### src/acss_pkg.sv
// Shared types and constants of the ADC channel scan sequencer.
package acss_pkg;

  localparam int CHAN_W = 4;
  localparam int SAMPLE_W = 12;
  localparam int MASK_W = 16;
  localparam int WIDE_W = 16;

  localparam logic [MASK_W-1:0] MASK_RESET = 16'h8000;

  typedef logic [CHAN_W-1:0] chan_t;
  typedef logic [SAMPLE_W-1:0] sample_t;
  typedef logic [MASK_W-1:0] mask_t;
  typedef logic [WIDE_W-1:0] wide_t;

  localparam logic CMD_CONVERT = 1'b0;
  localparam logic CMD_READ = 1'b1;

endpackage

### src/adc_channel_scan_sequencer.sv
// Top level of the ADC channel scan sequencer: round-robin scan control and result table.
//
// Usage: pulse start with cmd, sample_value and read_channel while busy is low to issue a
// transaction. A convert transaction (cmd 0) stores sample_value for the current channel and
// searches, wrapping, for the next enabled channel; a read transaction (cmd 1) returns the
// stored sample of read_channel. Each transaction yields one result, shown on start_channel
// and read_value for exactly one cycle while done is high. The receiver cannot stall.
// The enable mask is written through cfg_wr_en and cfg_wr_data; the user must write it only
// while the block is idle, which the block itself does not enforce. The highest channel is
// always treated as enabled. A read is answered from the read state, which raises done; a
// convert steps through the search state, which tests one channel per cycle with a single
// increment-and-test unit until it reaches an enabled channel. busy stays high until done is
// raised, and the next transaction can be accepted in the cycle done is high.
// Reset sets the mask to only the reference channel, the current channel to the highest
// channel and marks every table entry empty, so empty entries read as zero. There is no
// clearing pass.
module adc_channel_scan_sequencer #(
  parameter int NUM_CHANNELS = 16,
  parameter int SAMPLE_BITS = 12
) (
  input  logic             clk,
  input  logic             rst,
  input  logic             start,
  output logic             busy,
  input  logic             cmd,
  input  acss_pkg::sample_t sample_value,
  input  acss_pkg::chan_t  read_channel,
  output logic             done,
  output acss_pkg::chan_t  start_channel,
  output acss_pkg::sample_t read_value,
  input  logic             cfg_wr_en,
  input  acss_pkg::mask_t  cfg_wr_data
);
  import acss_pkg::*;

  localparam int IDX_W = $clog2(NUM_CHANNELS);
  localparam chan_t REF_CH = CHAN_W'(NUM_CHANNELS - 1);

  localparam logic [1:0] ST_IDLE = 2'd0;
  localparam logic [1:0] ST_SEARCH = 2'd1;
  localparam logic [1:0] ST_READ = 2'd2;

  logic [1:0] state;
  mask_t channel_enable_mask;
  chan_t current_channel;
  chan_t probe;
  chan_t read_ch;
  logic [NUM_CHANNELS-1:0] entry_valid;
  logic [SAMPLE_BITS-1:0] channel_results [NUM_CHANNELS];

  mask_t mask_eff;
  chan_t probe_next;
  logic probe_hit;
  logic accept;
  wide_t sample_wide;
  logic read_in_range;

  assign busy = (state != ST_IDLE);
  assign accept = start && !busy;
  assign mask_eff = channel_enable_mask | (MASK_W'(1) << REF_CH);
  assign probe_next = (probe >= REF_CH) ? '0 : probe + 1'b1;
  assign probe_hit = mask_eff[probe_next];
  assign sample_wide = WIDE_W'(sample_value);
  assign read_in_range = (read_ch <= REF_CH);

  always_ff @(posedge clk) begin
    if (rst) begin
      channel_enable_mask <= MASK_RESET;
    end else if (cfg_wr_en) begin
      channel_enable_mask <= cfg_wr_data;
    end
  end

  always_ff @(posedge clk) begin
    if (accept && cmd == CMD_CONVERT) begin
      channel_results[current_channel[IDX_W-1:0]] <= sample_wide[SAMPLE_BITS-1:0];
    end
  end

  always_ff @(posedge clk) begin
    if (rst) begin
      entry_valid <= '0;
    end else if (accept && cmd == CMD_CONVERT) begin
      entry_valid[current_channel[IDX_W-1:0]] <= 1'b1;
    end
  end

  always_ff @(posedge clk) begin
    if (accept) begin
      probe <= current_channel;
      read_ch <= read_channel;
    end else if (state == ST_SEARCH) begin
      probe <= probe_next;
    end
  end

  always_ff @(posedge clk) begin
    if (rst) begin
      state <= ST_IDLE;
      current_channel <= REF_CH;
      done <= 1'b0;
    end else begin
      done <= 1'b0;
      case (state)
        ST_IDLE: begin
          if (accept) begin
            state <= (cmd == CMD_READ) ? ST_READ : ST_SEARCH;
          end
        end
        ST_SEARCH: begin
          if (probe_hit) begin
            current_channel <= probe_next;
            done <= 1'b1;
            state <= ST_IDLE;
          end
        end
        ST_READ: begin
          done <= 1'b1;
          state <= ST_IDLE;
        end
        default: begin
          state <= ST_IDLE;
        end
      endcase
    end
  end

  always_ff @(posedge clk) begin
    case (state)
      ST_SEARCH: begin
        start_channel <= probe_next;
        read_value <= '0;
      end
      ST_READ: begin
        start_channel <= current_channel;
        if (read_in_range && entry_valid[read_ch[IDX_W-1:0]]) begin
          read_value <= SAMPLE_W'(channel_results[read_ch[IDX_W-1:0]]);
        end else begin
          read_value <= '0;
        end
      end
      default: begin
        start_channel <= start_channel;
        read_value <= read_value;
      end
    endcase
  end

  a_done_after_work: assert property (@(posedge clk) disable iff (rst)
    done |-> $past(busy))
    else $error("result strobe without a transaction in progress");

  a_done_current: assert property (@(posedge clk) disable iff (rst)
    done |-> start_channel == current_channel)
    else $error("reported channel differs from the current channel");

  a_channel_range: assert property (@(posedge clk) disable iff (rst)
    current_channel <= REF_CH)
    else $error("current channel out of range");

  a_search_ends: assert property (@(posedge clk) disable iff (rst)
    (state == ST_SEARCH && probe_next == REF_CH) |=> state == ST_IDLE)
    else $error("search passed the reference channel");

  a_convert_zero: assert property (@(posedge clk) disable iff (rst)
    (done && $past(state) == ST_SEARCH) |-> read_value == '0)
    else $error("convert result carries a nonzero read value");

endmodule

### config.mk
export PLATFORM = sky130hd
export DESIGN_NAME = adc_channel_scan_sequencer
export DESIGN_NICKNAME = d
export VERILOG_FILES = /design/src/acss_pkg.sv /design/src/adc_channel_scan_sequencer.sv
export SDC_FILE = /design/constraint.sdc
export NUM_CORES = 1
export LEC_CHECK = 0
export ABC_AREA = 1
export BUFFER_PORTS_ARGS = -buffer_cell sky130_fd_sc_hd__buf_2
export CORE_MARGIN = 3
export CORE_UTILIZATION = 63
export CTS_BUF_LIST = sky130_fd_sc_hd__clkbuf_4 sky130_fd_sc_hd__clkbuf_8
export DETAILED_ROUTE_END_ITERATION = 6
export PLACE_DENSITY = 0.91
export SLEW_MARGIN = 20
export SYNTH_ARGS = -nofsm -noshare
export SYNTH_HDL_FRONTEND = slang
export SYNTH_SLANG_ARGS = --single-unit
### constraint.sdc
create_clock -name clk -period 2.5 [get_ports clk]
set_input_delay 0.5 -clock clk [delete_from_list [all_inputs] [get_ports clk]]
set_output_delay 0.5 -clock clk [all_outputs]
set_load 0.05 [all_outputs]
==> out/summary.json <==
{
  "critical_path": {
    "worst-setup-path-type": "reg2reg",
    "timing.critical_path.fanout_max": 9,
    "cp.arrival_ps": 2500,
    "worstRegToRegCells": 8,
    "critical_path.endpoint_type": "flop",
    "worstSetupStartpointType": "flop",
    "data_required_time_at_the_worst_endpoint_ps": 2780
  },
  "timing": {
    "setup_viol_count_final": 0,
    "finalSetupTns_ps": 0,
    "period_share_pct": 89.0,
    "slew_violations": 0,
    "finalClockSkew_ps": 19.8,
    "rsz0062_at_grt": "no",
    "worst_slew_pin_slew_ps": 529,
    "relSlewSlack_pct": 64.7,
    "maxClockFrequency_mhz": 449,
    "final.min_clock_period_ps": 2230,
    "timing_hold_violations_final": 0
  },
  "worst_hold_path": {
    "hold_class": "in2reg",
    "min_path_cells": 1
  },
  "grt": {
    "grt_start_max_net_pins": 47,
    "track_usage_pct": 26.2,
    "first_global_vias": 7214,
    "grt_antenna_before_repair": 0,
    "grt_first_pass_wirelength_mm": 36.6,
    "gr-total-overflow": 0
  },
  "run_status": {
    "run_status": "finished, final reports clean"
  },
  "floorplan": {
    "initial_core_util_pct": 65.0,
    "core_mm2": 0.0160,
    "placementRows": 46,
    "chipHeight_um": 135,
    "fp.dieArea_mm2": 0.0181,
    "die_width_um": 135,
    "io-pin-count": 55
  },
  "route": {
    "detail_route.wl_per_cell_um": 19.2,
    "drc": 0,
    "via_count": 7023,
    "drt_first_iter_violations": 725,
    "drt_pre_antenna_iters": 5,
    "wirelength_mm": 22.9,
    "drtAntennaViolNets": 0,
    "viasPerCell": 5.88
  },
  "finish": {
    "commonest_cells_after_routing_fill_and_taps_aside": "sky130_fd_sc_hd__edfxtp_1, sky130_fd_sc_hd__o21ai_0, sky130_fd_sc_hd__nor2_1",
    "nNetsFinal": 987,
    "antenna_diode_count": 0,
    "fraction_of_final_layout_cells_sized_beyond_drive_strength_1_pct": 17.6,
    "layout_overhead_on_the_synthesized_area_pct": 13.8,
    "layout.filler_cells": 1027,
    "layout.cell_area.non_filler_mm2": 0.0118,
    "layout_commonest_cell": "sky130_fd_sc_hd__edfxtp_1"
  },
  "run": {
    "cap_violations": 0
  },
  "power": {
    "power_switching_share_pct": 25.4,
    "power_density_mw_per_mm2": 810,
    "share_seq_of_total_power_pct": 50.8,
    "cellLeakagePower_uw": 0.00453,
    "power.ir.vdd_worst_mv": 0.536,
    "power_switching_uw": 2430,
    "internal_power_uw": 7160,
    "combinational_power_share_pct": 12.3,
    "clock_power_share_pct": 36.9
  },
  "clocking": {
    "tritoncts": "built",
    "worst_setup_hold_path_clk_slew_ps": 50,
    "tritoncts_num_sinks": 258,
    "cell_chosen_for_the_clock_root": "sky130_fd_sc_hd__clkbuf_8",
    "clockBufferDepth": 3,
    "cts_buffers": 41,
    "htreeDepth": 2,
    "clk_latency_ps": 540,
    "ctsHoldBuffers": 0,
    "cts_resized": 0,
    "post-cts-setup-buffer-count": 0
  },
  "synth": {
    "synth.avg_cell_area_um2": 12.1,
    "syn_inst": 860,
    "asyncSetResetFlopFracSynth_pct": 0,
    "dominantRegCellSynth": "sky130_fd_sc_hd__edfxtp_1",
    "number_of_nets_produced_by_synthesis": 901,
    "yosys.cell_types.count": 30,
    "synth.ff_latch_count": 258,
    "yosysWarningCount": 0,
    "yosysSeqAreaShare_pct": 70.4,
    "synth.cell_area_mm2": 0.0104,
    "number_of_enable_type_register_cells_in_the_synthesized_netlist": 216
  },
  "place": {
    "gp_routability_congestion": 0.893,
    "io_buffers": 53,
    "detailedPlacementHpwl_mm": 13.5,
    "postPlaceCellArea_mm2": 0.0110
  }
}
[final timing paths]
| kind | start | slack [ps] | to |
|---|---|---|---|
| setup / recovery | read_ch[0] | 270 | read_value[2] |
| hold / removal | read_channel[0] | 160 | read_ch[0] |
| setup reg to reg | read_ch[0] | 270 | read_value[2] |
| hold reg to reg | entry_valid[13] | 470 | entry_valid[13] |
[kinds of logic (layout without fill, tap and decap cells)]
kind of cell,after synthesis,in the layout,share of synthesized area (%)
DFF,258,258,70.4
and+or+nand+nor,205,205,8.20
AOI/OAI and AO/OA,226,226,11.7
muxes,43,43,4.14
buffers and inverters,124,242,5.04
adders and majority gates,4,4,0.481
[layer usage]
layer  GRT usage, %  wire [µm]
met1           33.8       8340
met2           44.0      11600
met3           5.25       2210
met4           10.7        750
met5              0          0
[cell type report]
type                            instances  area, µm²  share of cell area, %
Sequential cell                       258       7330                   61.9
Multi-Input combinational cell        478       2550                   21.6
Tap cell                              216        270                   2.28
Clock buffer                           67        791                   6.68
Inverter                               81        304                   2.57
Clock inverter                          8       37.5                  0.317
Timing Repair Buffer                   86        551                   4.65
[worst max-delay path, cell delays in order, from the launching register on]
cell                       delay, ps
sky130_fd_sc_hd__edfxtp_1        500
sky130_fd_sc_hd__inv_1           200
sky130_fd_sc_hd__o21ai_0         190
sky130_fd_sc_hd__o22ai_1         110
sky130_fd_sc_hd__o211ai_1        220
sky130_fd_sc_hd__nand2_1         120
sky130_fd_sc_hd__nand2_1         340
sky130_fd_sc_hd__buf_4           240
sky130_fd_sc_hd__nor2_1           60
[registers in the layout, indices dropped and copies added (netlist names), named ones only]
name                 flops
channel_results        192
entry_valid             16
channel_enable_mask     15
read_value              12
current_channel          4
probe                    4
read_ch                  4
start_channel            4
state                    2
done                     1
[stage by stage]
stage                     hold WS [ps]  util [%]  setup slack, ps  instances  total power, µW
after detailed placement           460      68.8              454       1119             6110
after CTS                          148      74.0              333       1194             9610
after global placement             444      68.8              501       1119             6050
after floorplan                    435         -              535        860             5770
after global routing               142      74.0             96.0       1194             9970
final                              160      74.0              275       1194             9590
[synthesized netlist by cell type (4+ instances only)]
master                     instances  area [µm²]
sky130_fd_sc_hd__buf_2            11        55.1
sky130_fd_sc_hd__dfxtp_1          42         841
sky130_fd_sc_hd__inv_1            79         297
sky130_fd_sc_hd__o211ai_1         27         203
sky130_fd_sc_hd__o21ai_1          26         130
sky130_fd_sc_hd__ha_1              4        50.1
sky130_fd_sc_hd__a21oi_1          53         265
sky130_fd_sc_hd__nor2_1          108         405
sky130_fd_sc_hd__mux2i_1          43         430
sky130_fd_sc_hd__clkbuf_1         23        86.3
sky130_fd_sc_hd__edfxtp_1        216        6490
sky130_fd_sc_hd__nand3_1          23         115
sky130_fd_sc_hd__a31oi_1           5        31.3
sky130_fd_sc_hd__o21ai_0         110         551
sky130_fd_sc_hd__nand2_1          63         236
[power by group through the flow]
| stage | Sequential, µW | Combinational [µW] | Clock [µW] |
|---|---|---|---|
| 3_5_place_dp | 4960 | 1150 | 0 |
| 4_1_cts | 4870 | 1170 | 3570 |
| 5_1_grt | 4880 | 1300 | 3790 |
| 6_report | 4870 | 1180 | 3540 |
| 3_3_place_gp | 4950 | 1100 | 0 |
| 2_1_floorplan | 5000 | 775 | 0 |
Power figures use the tool's default switching activity.
